[src/sv/tae_pkg.sv]
// Shared types and constants for the tilt angle estimator.
// Used by the interfaces, controller, datapath and top level; no dependencies.
`timescale 1ns / 1ps
`default_nettype none

package tae_pkg;

    localparam int ITER_W     = 5;
    localparam int ATAN_LEN   = 24;
    localparam int ATAN_W     = 22;
    localparam int ACC_W      = 26;
    localparam int ANGLE_W    = 16;
    localparam int SUM_W      = 20;
    localparam int MAG_W      = 18;
    localparam int RECIP_W    = 20;
    localparam int PROD_W     = MAG_W + RECIP_W;
    localparam int RECIP_SHIFT = 23;

    localparam logic [RECIP_W-1:0] RECIP_TEN = 20'd838861;
    localparam logic signed [ACC_W-9:0] ANGLE_MAX = 18'sd23040;
    localparam logic signed [ACC_W-9:0] ANGLE_MIN = -18'sd23040;

    localparam logic LANE_PITCH = 1'b0;
    localparam logic LANE_ROLL  = 1'b1;

    // atan(2^-i) in Q16 degrees, rounded to nearest
    localparam logic [ATAN_W-1:0] ATAN_Q16 [ATAN_LEN] = '{
        22'd2949120, 22'd1740967, 22'd919879, 22'd466945,
        22'd234379,  22'd117304,  22'd58666,  22'd29335,
        22'd14668,   22'd7334,    22'd3667,   22'd1833,
        22'd917,     22'd458,     22'd229,    22'd115,
        22'd57,      22'd29,      22'd14,     22'd7,
        22'd4,       22'd2,       22'd1,      22'd0
    };

    typedef enum logic [3:0] {
        S_IDLE,
        S_CHECK,
        S_SQ_A,
        S_SQ_B,
        S_SQ_C,
        S_SQRT,
        S_CINIT,
        S_CORDIC,
        S_FINISH,
        S_FILT_A,
        S_FILT_B,
        S_FILT_C,
        S_DONE
    } state_t;

    typedef struct packed {
        logic              load;
        logic              sel_pitch;
        logic              sq_a;
        logic              sq_b;
        logic              sq_c;
        logic              sqrt_step;
        logic              cord_init;
        logic              cord_step;
        logic              finish;
        logic              filt_a;
        logic              filt_b;
        logic              filt_c;
        logic              out_load;
        logic [ITER_W-1:0] iter;
    } cmd_t;

    typedef struct packed {
        logic degen;
    } stat_t;

endpackage

`default_nettype wire

[src/sv/tae_sample_if.sv]
// Handshake channels of the tilt angle estimator: sample in, angles out.
// Depends on tae_pkg for the angle width.
`timescale 1ns / 1ps
`default_nettype none

interface tae_sample_if #(
    parameter int SAMPLE_BITS = 13
);
    logic                          valid;
    logic                          ready;
    logic signed [SAMPLE_BITS-1:0] accel_x;
    logic signed [SAMPLE_BITS-1:0] accel_y;
    logic signed [SAMPLE_BITS-1:0] accel_z;

    modport source (output valid, output accel_x, output accel_y, output accel_z,
                    input ready);
    modport sink (input valid, input accel_x, input accel_y, input accel_z,
                  output ready);
endinterface

interface tae_angle_if;
    logic                                  valid;
    logic                                  ready;
    logic signed [tae_pkg::ANGLE_W-1:0]    pitch_now;
    logic signed [tae_pkg::ANGLE_W-1:0]    roll_now;
    logic signed [tae_pkg::ANGLE_W-1:0]    pitch_smoothed;
    logic signed [tae_pkg::ANGLE_W-1:0]    roll_smoothed;
    logic                                  degenerate;

    modport source (output valid, output pitch_now, output roll_now,
                    output pitch_smoothed, output roll_smoothed, output degenerate,
                    input ready);
    modport sink (input valid, input pitch_now, input roll_now,
                  input pitch_smoothed, input roll_smoothed, input degenerate,
                  output ready);
endinterface

`default_nettype wire

[src/sv/tae_ctrl.sv]
// Tilt angle estimator sequencer: one datapath step a cycle; DONE can stall.
// Depends on tae_pkg (state_t, cmd_t, stat_t).
`timescale 1ns / 1ps
`default_nettype none

module tae_ctrl #(
    parameter int SAMPLE_BITS  = 13,
    parameter int CORDIC_STEPS = 16
) (
    input  wire logic          clk,
    input  wire logic          rst_n,
    input  wire logic          in_valid,
    output logic               in_ready,
    output logic               out_valid,
    input  wire logic          out_ready,
    input  wire tae_pkg::stat_t stat,
    output tae_pkg::cmd_t      cmd
);

    localparam logic [tae_pkg::ITER_W-1:0] SQRT_LAST =
        tae_pkg::ITER_W'(SAMPLE_BITS + 15);
    localparam logic [tae_pkg::ITER_W-1:0] CORDIC_LAST =
        tae_pkg::ITER_W'(CORDIC_STEPS - 1);

    tae_pkg::state_t             state_reg, state_next;
    logic [tae_pkg::ITER_W-1:0]  iter_reg, iter_next;
    logic                        sel_pitch_reg, sel_pitch_next;
    logic                        out_valid_reg, out_valid_next;
    logic                        accept;
    logic                        out_load;

    assign in_ready  = (state_reg == tae_pkg::S_IDLE);
    assign accept    = in_valid && in_ready;
    assign out_valid = out_valid_reg;
    assign out_load  = (state_reg == tae_pkg::S_DONE) && (!out_valid_reg || out_ready);

    always_ff @(posedge clk or negedge rst_n)
    begin
        if (!rst_n)
        begin
            state_reg     <= tae_pkg::S_IDLE;
            iter_reg      <= '0;
            sel_pitch_reg <= 1'b0;
            out_valid_reg <= 1'b0;
        end
        else
        begin
            state_reg     <= state_next;
            iter_reg      <= iter_next;
            sel_pitch_reg <= sel_pitch_next;
            out_valid_reg <= out_valid_next;
        end
    end

    // next state and sequencing registers
    always_comb
    begin
        state_next     = state_reg;
        iter_next      = iter_reg;
        sel_pitch_next = sel_pitch_reg;
        if (out_load)
            out_valid_next = 1'b1;
        else if (out_valid_reg && out_ready)
            out_valid_next = 1'b0;
        else
            out_valid_next = out_valid_reg;

        unique case (state_reg)
            tae_pkg::S_IDLE:
            begin
                if (accept)
                    state_next = tae_pkg::S_CHECK;
            end
            tae_pkg::S_CHECK:
            begin
                sel_pitch_next = 1'b0;
                state_next     = stat.degen ? tae_pkg::S_FILT_A : tae_pkg::S_SQ_A;
            end
            tae_pkg::S_SQ_A:
                state_next = tae_pkg::S_SQ_B;
            tae_pkg::S_SQ_B:
                state_next = tae_pkg::S_SQ_C;
            tae_pkg::S_SQ_C:
            begin
                iter_next  = '0;
                state_next = tae_pkg::S_SQRT;
            end
            tae_pkg::S_SQRT:
            begin
                iter_next = iter_reg + 1'b1;
                if (iter_reg == SQRT_LAST)
                    state_next = tae_pkg::S_CINIT;
            end
            tae_pkg::S_CINIT:
            begin
                iter_next  = '0;
                state_next = tae_pkg::S_CORDIC;
            end
            tae_pkg::S_CORDIC:
            begin
                iter_next = iter_reg + 1'b1;
                if (iter_reg == CORDIC_LAST)
                    state_next = tae_pkg::S_FINISH;
            end
            tae_pkg::S_FINISH:
            begin
                if (sel_pitch_reg)
                    state_next = tae_pkg::S_FILT_A;
                else
                begin
                    sel_pitch_next = 1'b1;
                    state_next     = tae_pkg::S_SQ_A;
                end
            end
            tae_pkg::S_FILT_A:
                state_next = tae_pkg::S_FILT_B;
            tae_pkg::S_FILT_B:
                state_next = tae_pkg::S_FILT_C;
            tae_pkg::S_FILT_C:
                state_next = tae_pkg::S_DONE;
            tae_pkg::S_DONE:
            begin
                if (out_load)
                    state_next = tae_pkg::S_IDLE;
            end
            default:
                state_next = tae_pkg::S_IDLE;
        endcase
    end

    // datapath commands
    always_comb
    begin
        cmd           = '0;
        cmd.load      = accept;
        cmd.sel_pitch = sel_pitch_reg;
        cmd.iter      = iter_reg;
        cmd.out_load  = out_load;
        unique case (state_reg)
            tae_pkg::S_SQ_A:   cmd.sq_a      = 1'b1;
            tae_pkg::S_SQ_B:   cmd.sq_b      = 1'b1;
            tae_pkg::S_SQ_C:   cmd.sq_c      = 1'b1;
            tae_pkg::S_SQRT:   cmd.sqrt_step = 1'b1;
            tae_pkg::S_CINIT:  cmd.cord_init = 1'b1;
            tae_pkg::S_CORDIC: cmd.cord_step = 1'b1;
            tae_pkg::S_FINISH: cmd.finish    = 1'b1;
            tae_pkg::S_FILT_A: cmd.filt_a    = 1'b1;
            tae_pkg::S_FILT_B: cmd.filt_b    = 1'b1;
            tae_pkg::S_FILT_C: cmd.filt_c    = 1'b1;
            default:           cmd.load      = accept;
        endcase
    end

endmodule

`default_nettype wire

[src/sv/tae_dp.sv]
// Datapath of the tilt angle estimator: squarer, digit-by-digit square root,
// CORDIC vectoring, angle rounding and the two low-pass filter lanes.
// Depends on tae_pkg (cmd_t, stat_t, arctangent table, filter constants).
`timescale 1ns / 1ps
`default_nettype none

module tae_dp #(
    parameter int SAMPLE_BITS = 13
) (
    input  wire logic                                 clk,
    input  wire logic                                 rst_n,
    input  wire tae_pkg::cmd_t                        cmd,
    output tae_pkg::stat_t                            stat,
    input  wire logic signed [SAMPLE_BITS-1:0]        accel_x,
    input  wire logic signed [SAMPLE_BITS-1:0]        accel_y,
    input  wire logic signed [SAMPLE_BITS-1:0]        accel_z,
    output logic signed [tae_pkg::ANGLE_W-1:0]        pitch_now,
    output logic signed [tae_pkg::ANGLE_W-1:0]        roll_now,
    output logic signed [tae_pkg::ANGLE_W-1:0]        pitch_smoothed,
    output logic signed [tae_pkg::ANGLE_W-1:0]        roll_smoothed,
    output logic                                      degenerate
);

    localparam int SQ_W   = 2 * SAMPLE_BITS;
    localparam int ROOT_W = SAMPLE_BITS + 16;
    localparam int RAD_W  = 2 * ROOT_W;
    localparam int REM_W  = ROOT_W + 3;
    localparam int VW     = SAMPLE_BITS + 20;
    localparam int ACC_W  = tae_pkg::ACC_W;
    localparam int AW     = tae_pkg::ANGLE_W;

    logic signed [SAMPLE_BITS-1:0] x_reg, y_reg, z_reg;
    logic                          degen_reg;
    logic [SQ_W-1:0]               mul_reg;
    logic [SQ_W-1:0]               sum_reg;
    logic [RAD_W-1:0]              rad_reg;
    logic [REM_W-1:0]              rem_reg;
    logic [ROOT_W-1:0]             root_reg;
    logic signed [VW-1:0]          vx_reg, vy_reg;
    logic signed [ACC_W-1:0]       acc_reg;
    logic signed [AW-1:0]          angle_reg [2];
    logic signed [AW-1:0]          store_reg [2];
    logic [tae_pkg::MAG_W-1:0]     mag_reg [2];
    logic                          neg_reg [2];
    logic [tae_pkg::PROD_W-1:0]    prod_reg [2];

    logic signed [AW-1:0]          pitch_out_reg, roll_out_reg;
    logic signed [AW-1:0]          pitch_sm_reg, roll_sm_reg;
    logic                          degen_out_reg;

    logic signed [SAMPLE_BITS-1:0] op_a;
    logic signed [SAMPLE_BITS:0]   num;
    logic signed [SAMPLE_BITS-1:0] mul_op;
    logic signed [SQ_W-1:0]        mul_full;
    logic [REM_W-1:0]              rem_sh;
    logic [REM_W-1:0]              trial;
    logic                          take;
    logic signed [VW-1:0]          dx, dy;
    logic signed [ACC_W-1:0]       atan_val;
    logic signed [ACC_W-1:0]       acc_rnd;
    logic signed [ACC_W-9:0]       q8;
    logic signed [AW-1:0]          angle_sat;

    assign stat.degen = degen_reg;

    // roll uses (y; x, z), pitch uses (-x; y, z)
    assign op_a   = cmd.sel_pitch ? y_reg : x_reg;
    assign num    = cmd.sel_pitch ? -{x_reg[SAMPLE_BITS-1], x_reg}
                                  : {y_reg[SAMPLE_BITS-1], y_reg};
    assign mul_op = cmd.sq_a ? op_a : z_reg;
    assign mul_full = mul_op * mul_op;

    assign rem_sh = {rem_reg[REM_W-3:0], rad_reg[RAD_W-1 -: 2]};
    assign trial  = {1'b0, root_reg, 2'b01};
    assign take   = (rem_sh >= trial);

    assign dx       = vy_reg >>> cmd.iter;
    assign dy       = vx_reg >>> cmd.iter;
    assign atan_val = $signed({{(ACC_W - tae_pkg::ATAN_W){1'b0}},
                               tae_pkg::ATAN_Q16[cmd.iter]});

    assign acc_rnd = acc_reg + ACC_W'(128);
    assign q8      = acc_rnd[ACC_W-1:8];

    always_comb
    begin
        if (q8 > tae_pkg::ANGLE_MAX)
            angle_sat = AW'(tae_pkg::ANGLE_MAX);
        else if (q8 < tae_pkg::ANGLE_MIN)
            angle_sat = AW'(tae_pkg::ANGLE_MIN);
        else
            angle_sat = q8[AW-1:0];
    end

    always_ff @(posedge clk)
    begin
        if (cmd.load)
        begin
            x_reg     <= accel_x;
            y_reg     <= accel_y;
            z_reg     <= accel_z;
            degen_reg <= (accel_z == '0) && ((accel_x == '0) || (accel_y == '0));
        end

        if (cmd.sq_a)
            mul_reg <= mul_full;
        if (cmd.sq_b)
        begin
            mul_reg <= mul_full;
            sum_reg <= mul_reg;
        end

        // radicand is (a^2 + b^2) * 2^32; take two bits a cycle
        if (cmd.sq_c)
        begin
            rad_reg  <= {sum_reg + mul_reg, 32'b0};
            rem_reg  <= '0;
            root_reg <= '0;
        end
        if (cmd.sqrt_step)
        begin
            rad_reg  <= {rad_reg[RAD_W-3:0], 2'b00};
            rem_reg  <= take ? (rem_sh - trial) : rem_sh;
            root_reg <= {root_reg[ROOT_W-2:0], take};
        end

        if (cmd.cord_init)
        begin
            vx_reg  <= $signed({{(VW - ROOT_W){1'b0}}, root_reg});
            vy_reg  <= $signed({{(VW - SAMPLE_BITS - 17){num[SAMPLE_BITS]}}, num, 16'b0});
            acc_reg <= '0;
        end
        if (cmd.cord_step)
        begin
            if (!vy_reg[VW-1])
            begin
                vx_reg  <= vx_reg + dx;
                vy_reg  <= vy_reg - dy;
                acc_reg <= acc_reg + atan_val;
            end
            else
            begin
                vx_reg  <= vx_reg - dx;
                vy_reg  <= vy_reg + dy;
                acc_reg <= acc_reg - atan_val;
            end
        end

        if (cmd.load)
        begin
            angle_reg[tae_pkg::LANE_PITCH] <= '0;
            angle_reg[tae_pkg::LANE_ROLL]  <= '0;
        end
        else if (cmd.finish)
            angle_reg[cmd.sel_pitch ? tae_pkg::LANE_PITCH : tae_pkg::LANE_ROLL] <= angle_sat;

        if (cmd.out_load)
        begin
            pitch_out_reg <= angle_reg[tae_pkg::LANE_PITCH];
            roll_out_reg  <= angle_reg[tae_pkg::LANE_ROLL];
            pitch_sm_reg  <= store_reg[tae_pkg::LANE_PITCH];
            roll_sm_reg   <= store_reg[tae_pkg::LANE_ROLL];
            degen_out_reg <= degen_reg;
        end
    end

    // filter lanes: (9*old + new) / 10, rounded half away from zero,
    // divide by ten done as multiply by reciprocal and shift
    for (genvar l = 0; l < 2; l++)
    begin : g_lane
        logic signed [tae_pkg::SUM_W-1:0] old_ext;
        logic signed [tae_pkg::SUM_W-1:0] cur_ext;
        logic signed [tae_pkg::SUM_W-1:0] s;
        logic [tae_pkg::SUM_W-1:0]        mag;
        logic [tae_pkg::SUM_W-1:0]        mag_rnd;
        logic [AW-1:0]                    q_mag;

        assign old_ext = tae_pkg::SUM_W'(store_reg[l]);
        assign cur_ext = tae_pkg::SUM_W'(angle_reg[l]);
        assign s       = (old_ext <<< 3) + old_ext + cur_ext;
        assign mag     = s[tae_pkg::SUM_W-1] ? -s : s;
        assign mag_rnd = mag + tae_pkg::SUM_W'(5);
        assign q_mag   = AW'(prod_reg[l][tae_pkg::PROD_W-1:tae_pkg::RECIP_SHIFT]);

        always_ff @(posedge clk)
        begin
            if (cmd.filt_a)
            begin
                mag_reg[l] <= mag_rnd[tae_pkg::MAG_W-1:0];
                neg_reg[l] <= s[tae_pkg::SUM_W-1];
            end
            if (cmd.filt_b)
                prod_reg[l] <= mag_reg[l] * tae_pkg::RECIP_TEN;
        end

        always_ff @(posedge clk or negedge rst_n)
        begin
            if (!rst_n)
                store_reg[l] <= '0;
            else if (cmd.filt_c)
                store_reg[l] <= neg_reg[l] ? -$signed(q_mag) : $signed(q_mag);
        end
    end

    assign pitch_now      = pitch_out_reg;
    assign roll_now       = roll_out_reg;
    assign pitch_smoothed = pitch_sm_reg;
    assign roll_smoothed  = roll_sm_reg;
    assign degenerate     = degen_out_reg;

endmodule

`default_nettype wire

[src/sv/tilt_angle_estimator.sv]
// Tilt angle estimator: pitch and roll from one accelerometer sample, plus low-pass.
// A new sample is accepted only after the previous result has gone into the output registers;
// a degenerate sample skips the square root and CORDIC and goes straight to the filter lanes.
// Square root (two bits a cycle) and CORDIC unit are shared, run once for roll, once for pitch.
// Reset: asynchronous, clears the sequencer, output valid and both filter stores.
// Depends on tae_pkg, tae_sample_if, tae_angle_if, tae_ctrl, tae_dp.
`timescale 1ns / 1ps
`default_nettype none

module tilt_angle_estimator #(
    parameter int CORDIC_STEPS = 16,
    parameter int SAMPLE_BITS  = 13
) (
    input  wire logic  clk,
    input  wire logic  rst_n,
    tae_sample_if.sink samples,
    tae_angle_if.source angles
);

    tae_pkg::cmd_t  cmd;
    tae_pkg::stat_t stat;

    tae_ctrl #(
        .SAMPLE_BITS  (SAMPLE_BITS),
        .CORDIC_STEPS (CORDIC_STEPS)
    ) u_ctrl (
        .clk       (clk),
        .rst_n     (rst_n),
        .in_valid  (samples.valid),
        .in_ready  (samples.ready),
        .out_valid (angles.valid),
        .out_ready (angles.ready),
        .stat      (stat),
        .cmd       (cmd)
    );

    tae_dp #(
        .SAMPLE_BITS (SAMPLE_BITS)
    ) u_dp (
        .clk            (clk),
        .rst_n          (rst_n),
        .cmd            (cmd),
        .stat           (stat),
        .accel_x        (samples.accel_x),
        .accel_y        (samples.accel_y),
        .accel_z        (samples.accel_z),
        .pitch_now      (angles.pitch_now),
        .roll_now       (angles.roll_now),
        .pitch_smoothed (angles.pitch_smoothed),
        .roll_smoothed  (angles.roll_smoothed),
        .degenerate     (angles.degenerate)
    );

endmodule

`default_nettype wire

[src/flat_wrapper.sv]
// flat-port wrapper written by rule: the top's interface ports become plain ports
module tilt_angle_estimator_flat 
#(
    parameter int CORDIC_STEPS = 16,
    parameter int SAMPLE_BITS  = 13
)
  (clk, rst_n, samples_valid, samples_accel_x, samples_accel_y, samples_accel_z, samples_ready, angles_valid, angles_pitch_now, angles_roll_now, angles_pitch_smoothed, angles_roll_smoothed, angles_degenerate, angles_ready);
  tae_sample_if #(.SAMPLE_BITS(SAMPLE_BITS)) samples_i ();
  tae_angle_if angles_i ();
  input  wire logic clk;
  input  wire logic rst_n;
  input wire logic [$bits(samples_i.valid)-1:0] samples_valid;
  input wire logic [$bits(samples_i.accel_x)-1:0] samples_accel_x;
  input wire logic [$bits(samples_i.accel_y)-1:0] samples_accel_y;
  input wire logic [$bits(samples_i.accel_z)-1:0] samples_accel_z;
  output wire logic [$bits(samples_i.ready)-1:0] samples_ready;
  output wire logic [$bits(angles_i.valid)-1:0] angles_valid;
  output wire logic [$bits(angles_i.pitch_now)-1:0] angles_pitch_now;
  output wire logic [$bits(angles_i.roll_now)-1:0] angles_roll_now;
  output wire logic [$bits(angles_i.pitch_smoothed)-1:0] angles_pitch_smoothed;
  output wire logic [$bits(angles_i.roll_smoothed)-1:0] angles_roll_smoothed;
  output wire logic [$bits(angles_i.degenerate)-1:0] angles_degenerate;
  input wire logic [$bits(angles_i.ready)-1:0] angles_ready;
  assign samples_i.valid = samples_valid;
  assign samples_i.accel_x = samples_accel_x;
  assign samples_i.accel_y = samples_accel_y;
  assign samples_i.accel_z = samples_accel_z;
  assign samples_ready = samples_i.ready;
  assign angles_valid = angles_i.valid;
  assign angles_pitch_now = angles_i.pitch_now;
  assign angles_roll_now = angles_i.roll_now;
  assign angles_pitch_smoothed = angles_i.pitch_smoothed;
  assign angles_roll_smoothed = angles_i.roll_smoothed;
  assign angles_degenerate = angles_i.degenerate;
  assign angles_i.ready = angles_ready;
  tilt_angle_estimator #(.CORDIC_STEPS(CORDIC_STEPS), .SAMPLE_BITS(SAMPLE_BITS)) u_core (.clk(clk), .rst_n(rst_n), .samples(samples_i), .angles(angles_i));
endmodule
[config.mk]
export PLATFORM = sky130hd
export DESIGN_NAME = tilt_angle_estimator_flat
export DESIGN_NICKNAME = d
export VERILOG_FILES = /design/src/sv/tae_pkg.sv /design/src/sv/tae_sample_if.sv /design/src/sv/tae_ctrl.sv /design/src/sv/tae_dp.sv /design/src/sv/tilt_angle_estimator.sv /design/src/flat_wrapper.sv
export SDC_FILE = /design/constraint.sdc
export NUM_CORES = 2
export LEC_CHECK = 0
export ABC_AREA = 1
export BUFFER_PORTS_ARGS = -buffer_cell sky130_fd_sc_hd__buf_2
export CAP_MARGIN = 20
export CORE_ASPECT_RATIO = 1.1
export CORE_MARGIN = 4
export CORE_UTILIZATION = 49
export CTS_CLUSTER_DIAMETER = 40
export DETAILED_ROUTE_END_ITERATION = 6
export SYNTH_ARGS = -nofsm -noshare
export SYNTH_HDL_FRONTEND = slang
export SYNTH_SLANG_ARGS = --single-unit
[constraint.sdc]
create_clock -name clk -period 9.44 [get_ports clk]
set_input_delay 2.36 -clock clk [delete_from_list [all_inputs] [get_ports clk]]
set_output_delay 2.36 -clock clk [all_outputs]
set_load 0.1 [all_outputs]
---- After elaboration in Yosys (flattened, before gate mapping) ----
Memory sizes are Yosys's and may differ from the RTL's. A register that Yosys moved wholly into a read port is not among the register bits.
Cells that the tools add are included.
operators by class
  $lt $le $gt $ge ......................... 4
  bitwise operators ....................... 1
  shift operators ......................... 2
  reductions and logical operators ........ 21
  equality and inequality tests ........... 18
  $add $sub $neg .......................... 21
  multipliers ............................. 3
  muxes and demuxes ....................... 63
operators with widths
  operator                count
  $mux 33                 6
  $mux 26                 5
  $mux 58                 2
  $mux 30                 3
  $mux 16                 5
  $mul 18x20->38 const B  2
  $add 33x33->33          2
  $sshr 33x5->33          2
  $sub 33x33->33          2
  $mux 29                 2
  $pmux 4 s13             1
  $mux 22                 2
  $add 19x16->20          2
  $add 20x16->20          2
  $logic_not 13->1        3
  $add 18x3->18 const B   2
  $mux 18                 2
  $neg 18->18             2
  $ge 32x31->1            1
  $neg 15->16             2
  $sub 30x30->30          1
  $add 26x23->26          1
  $add 26x26->26          1
  $add 26x9->26 const B   1
  other kinds (30)        79
word-level totals
  bits of input ports ..................... 43
  register bits ........................... 345
  memories kept ........................... 5
  bits in read-only memories .............. 704
  memory bits (writable) .................. 146
  logic and storage cells ................. 160
memories
  memory                 depth  width  read ports  clocked after Yosys merged registers in  wr ports  line          RTL
  (no name shown)        32     22     1           0                                        0         tae_dp.sv:80  tae_pkg::ATAN_Q16[cmd.iter]});
  u_core.u_dp.prod_reg   2      38     2           0                                        2         tae_dp.sv:45  logic [tae_pkg::PROD_W-1:0] prod_reg [2];
  u_core.u_dp.mag_reg    2      18     2           0                                        2         tae_dp.sv:43  logic [tae_pkg::MAG_W-1:0] mag_reg [2];
  u_core.u_dp.angle_reg  2      16     4           2                                        2         tae_dp.sv:41  logic signed [AW-1:0] angle_reg [2];
  u_core.u_dp.neg_reg    2      1      2           0                                        2         tae_dp.sv:44  logic neg_reg [2];

---- Logic depth before layout (Yosys ltp) ----
  word-level depth ........................ 7
  mapped depth ............................ 36

---- Modules after synthesis ----
A second synthesis with hierarchy kept.
second synthesis, totals
  cell total of the unflattened synthesis .. 6685
  area, all modules ....................... 52957.0 um^2
by module, submodules not included
  module    cells an instance  seq. area each (um^2)  times used  area each (um^2)
  tae_dp    6566               13773.2                1           52167.5
  tae_ctrl  119                275.3                  1           789.5

---- Least setup slack after synthesis ----
No wires, ideal clock.
  path kind ............................... reg-to-reg
  start ................................... register u_core.u_ctrl.state_reg[0]
  end ..................................... register u_core.u_dp.mul_reg[23] (data pin)
  path slack .............................. 2681 ps
  clock period less this slack ............ 6759 ps
  path buffers ............................ 2
  data arrival time ....................... 6495 ps
  cell stages (with the launch flop) ...... 29
  required time ........................... 9176 ps
  path through ............................ dfrtp_1 buf_2 nor2_1 nand2_1 clkbuf_1 o21ai_1 inv_1 nor2_1 inv_1 fa_1 fa_1 inv_1 fa_1 fa_1 fa_1 inv_1 fa_1 inv_1 ha_1 nand2_1 o21ai_0 nand2_1 nand2_1 nand2_1 nand2_1 a21oi_1 o21ai_0 a31oi_1 xor2_1
between the ends
  cells in the longest elaborated chain, start to end .. 6
  elaborated cells between the ends (all ways) .. 8
  those cells by class .................... mul (1); eq/ne (2); mux (5)
ends and longest elaborated chain
  what                                line             RTL
  start, declared                     tae_ctrl.sv:25   tae_pkg::state_t state_reg, state_next;
  start signal, assigned              tae_ctrl.sv:41   state_reg <= tae_pkg::S_IDLE;
  start signal, assigned              tae_ctrl.sv:48   state_reg <= state_next;
  $eq 4x2->1 *                        tae_ctrl.sv:139  unique case (state_reg)
  $mux 1 *                            tae_ctrl.sv:139
  $mux 13 *                           tae_dp.sv:70     assign mul_op = cmd.sq_a ? op_a : z_reg;
  $mul 13x13->26 *                    tae_dp.sv:71     assign mul_full = mul_op * mul_op;
  named net u_core.u_dp.mul_full[23]  tae_dp.sv:54     logic signed [SQ_W-1:0] mul_full;
  $mux 26                             tae_dp.sv:105    if (cmd.sq_a)
  $mux 26 *                           tae_dp.sv:107    if (cmd.sq_b)
  end signal, assigned                tae_dp.sv:106    mul_reg <= mul_full;
  end signal, assigned                tae_dp.sv:109    mul_reg <= mul_full;
  end, declared                       tae_dp.sv:34     logic [SQ_W-1:0] mul_reg;
The timed path passes the listed nets; every way through them passes the cells marked *. The select of a mux whose other input is x is not followed.
A chain may end at the register's enable or synchronous reset.

---- Worst setup path in the final report ----
  start ................................... register u_core.u_ctrl.state_reg[1]
  end ..................................... register u_core.u_dp.mul_reg[23] (data pin)
Same word-level chain as after synthesis.

==> impl_metrics.yaml <==
outcome:
  status: "finished with violations"
  violations: "design-rule violations"
global_route:
  first_global_vias: 43010
  grt_pass1_wl_um: 226000
  grt_antenna_before_repair: 0
  grt_overflow: 0
  grt.total_usage_pct: 25.0
  grt_max_degree: 83
critical_path:
  endpoint_kind: "flop"
  rr_endpoint: "u_core.u_dp.mul_reg[23]"
  critPathKind: "flop to flop"
  r2r_setup_slack_ns: 1.31
  crit_slowest_cell: "o21ai_1"
  start_kind: "flop"
  r2r_cells: 27
  reg2reg_from: "u_core.u_ctrl.state_reg[1]"
  cp.required_ns: 9.86
  critPathMaxFanout: 26
  worstPathArrival_ns: 8.55
  max_stage_delay_ns: 0.73
clock_network:
  h-tree-depth: 3
  numCtsBuffers: 85
  postCtsSetupBuffers: 0
  clock_latency_ns: 0.68
  clk_pin_slew_ns: 0.06
  clock-sinks: 475
  cts_max_path_buffers: 3
  tritoncts: "yes"
  ctsResizeCount: 0
  cts_root_buffer: "clkbuf_16"
  cts_hold_buffers: 0
sta:
  finalHoldViolations: 0
  worst_slew_pin_slew_ns: 1.05
  report.final.slew_viol_count: 0
  whs_ns: 0.465
  rsz0062_at_grt: "no"
  finalSetupViolCount: 0
  setup_tns_ns: 0
  finalCritPeriodShare_pct: 86.1
  max_freq_ghz: 0.123
  relSlewSlack_pct: 30.0
  clock_skew_ns: 0.0387
  finalCriticalPeriod_ns: 8.13
floorplan:
  dieArea_mm2: 0.112
  pin_count: 110
  fp.dieW_um: 320
  rows: 125
  coreArea_mm2: 0.106
  initial_core_util_pct: 49.5
  die_y_um: 351
placed_design:
  gp_congestion: 0.975
  hpwl_um: 116000
  portBuffers: 109
final_layout:
  synthToLayoutAreaGrowth_pct: 9.60
  largest_reg_flops: 36
  nets: 7594
  diodes: 0
  layout-drive-gt1-share_pct: 6.81
route:
  via_per_inst: 5.41
  drtIter0Drc: 3102
  post_drt_wl_per_cell_um: 17.4
  ant_nets: 0
  firstDrtPassIters: 7
  vias: 43957
  drc: 1
  routed_wirelength_um: 142000
logic_synthesis:
  synth_commonest_cells: "nand2_1, inv_1, ha_1"
  synth_edf_count: 432
  synth_most_common_cell: "nand2_1"
  ys_seq_area_share_pct: 26.9
  ys_ff_latch: 475
  yosysWarnings: 0
  syn-cell-area_mm2: 0.0523
  synth_area_leaders: "edfxtp_1, fa_1, ha_1, nand2_1, inv_1"
  syn_inst: 6563
  yosysTopAreaCell: "edfxtp_1"
  postSynthAreaPerCell_um2: 7.97
  synth_largest_type_area_fraction_pct: 24.8
  ys.flop_type: "edfxtp_1"
  async_flop_share_pct: 9.05
  syn_nets: 7500
  synth.distinct_cells: 71
hold_path:
  hold_depth: 0
  min_to: "u_core.u_dp.sum_reg[5]"
  hp-class: "flop to flop"
  worstHoldStart: "u_core.u_dp.mul_reg[5]"
run:
  cap_violations: 0
## routing by layer
layer,up-vias,track usage (%),share of wire (%)
li1,21863,-,-
met1,20914,32.7,44
met2,957,44.3,49
met3,223,2.53,4.1
met4,0,6.95,2.6
met5,-,0,0
## metrics by stage
stage	instances	utilization, %	setup WS, ns	area, um2
2_1_floorplan	6563	-	2.68	52300
6_report	8125	54.2	1.31	57300
3_3_place_gp	7966	51.3	1.53	54200
4_1_cts	8124	54.2	1.41	57300
3_5_place_dp	7966	51.3	1.45	54200
5_1_grt	8125	54.2	0.823	57300
## cell usage in the layout (no fill, tap or decap), types with 9 or more instances in the layout
cell type and n:
xor2_1 172, nor4_1 20, o21a_1 27, buf_4 34, edfxtp_1 432, bufinv_16 12
a31oi_1 41, nand4_1 84, a21o_1 20, a221oi_1 9, nor2_4 12, fa_1 362
buf_2 109, inv_6 19, inv_8 10, clkinv_1 13, nand3b_1 14, o21ai_0 376
o21ai_2 13, o21bai_1 15, nor2_2 24, clkbuf_16 86, inv_1 1027, o211ai_1 23
clkinvlp_4 11, dfrtp_1 40, or2_2 25, a211oi_1 9, a21boi_0 9, a21oi_1 391
nand3_1 458, nor2_1 509, o21ai_1 37, ha_1 532, inv_2 15, nand3_2 10
xnor2_1 105, nand2_2 31, nand2_1 1437, nor3_1 58
## layout make-up
type	count	area (um2)
well taps	1397	1750
repair buffers	144	821
flip-flops and latches	475	14100
clock buffers	91	2180
multi-input cells	4897	33600
clock inverters	67	922
fillers	10138	48400
inverters	1054	3960
## worst max-delay path, delay by kind of cell, from the launching register on
family | cells | cell delay, ns
fa+ha+maj | 7 | 3.31
compound gates | 5 | 1.64
simple gates | 8 | 1.39
buf+inv | 6 | 0.93
flops | 1 | 0.42
xor+xnor | 1 | 0.17
## cell families (layout without fill, tap and decap cells)
kind of cell	after synthesis	count (layout)	share of synthesized area, %
buffers and inverters	1191	1356	8.94
and+or+nand+nor	2710	2710	22.2
adders and majority gates	894	894	26.6
xor gates and xnor gates	278	278	4.67
AOI/OAI and AO/OA	1014	1014	10.8
DFF	475	475	26.9
muxes	1	1	0.0191
## how the worst max path moves through the flow
stage / start / end / slack [ns] / cells past startpoint
floorplan: u_core.u_ctrl.state_reg[0] / u_core.u_dp.mul_reg[23] / 2.68 / 28
global placement: u_core.u_ctrl.state_reg[1] / u_core.u_dp.mul_reg[23] / 1.53 / 27
detailed placement: u_core.u_ctrl.state_reg[1] / u_core.u_dp.mul_reg[23] / 1.45 / 27
CTS: u_core.u_ctrl.state_reg[1] / u_core.u_dp.mul_reg[23] / 1.41 / 27
global route: u_core.u_ctrl.state_reg[1] / u_core.u_dp.mul_reg[23] / 0.82 / 27
finish: u_core.u_ctrl.state_reg[1] / u_core.u_dp.mul_reg[23] / 1.31 / 27
Power is not shown: default switching activity piles up to over one toggle a cycle in this logic, so the estimate is an artifact.
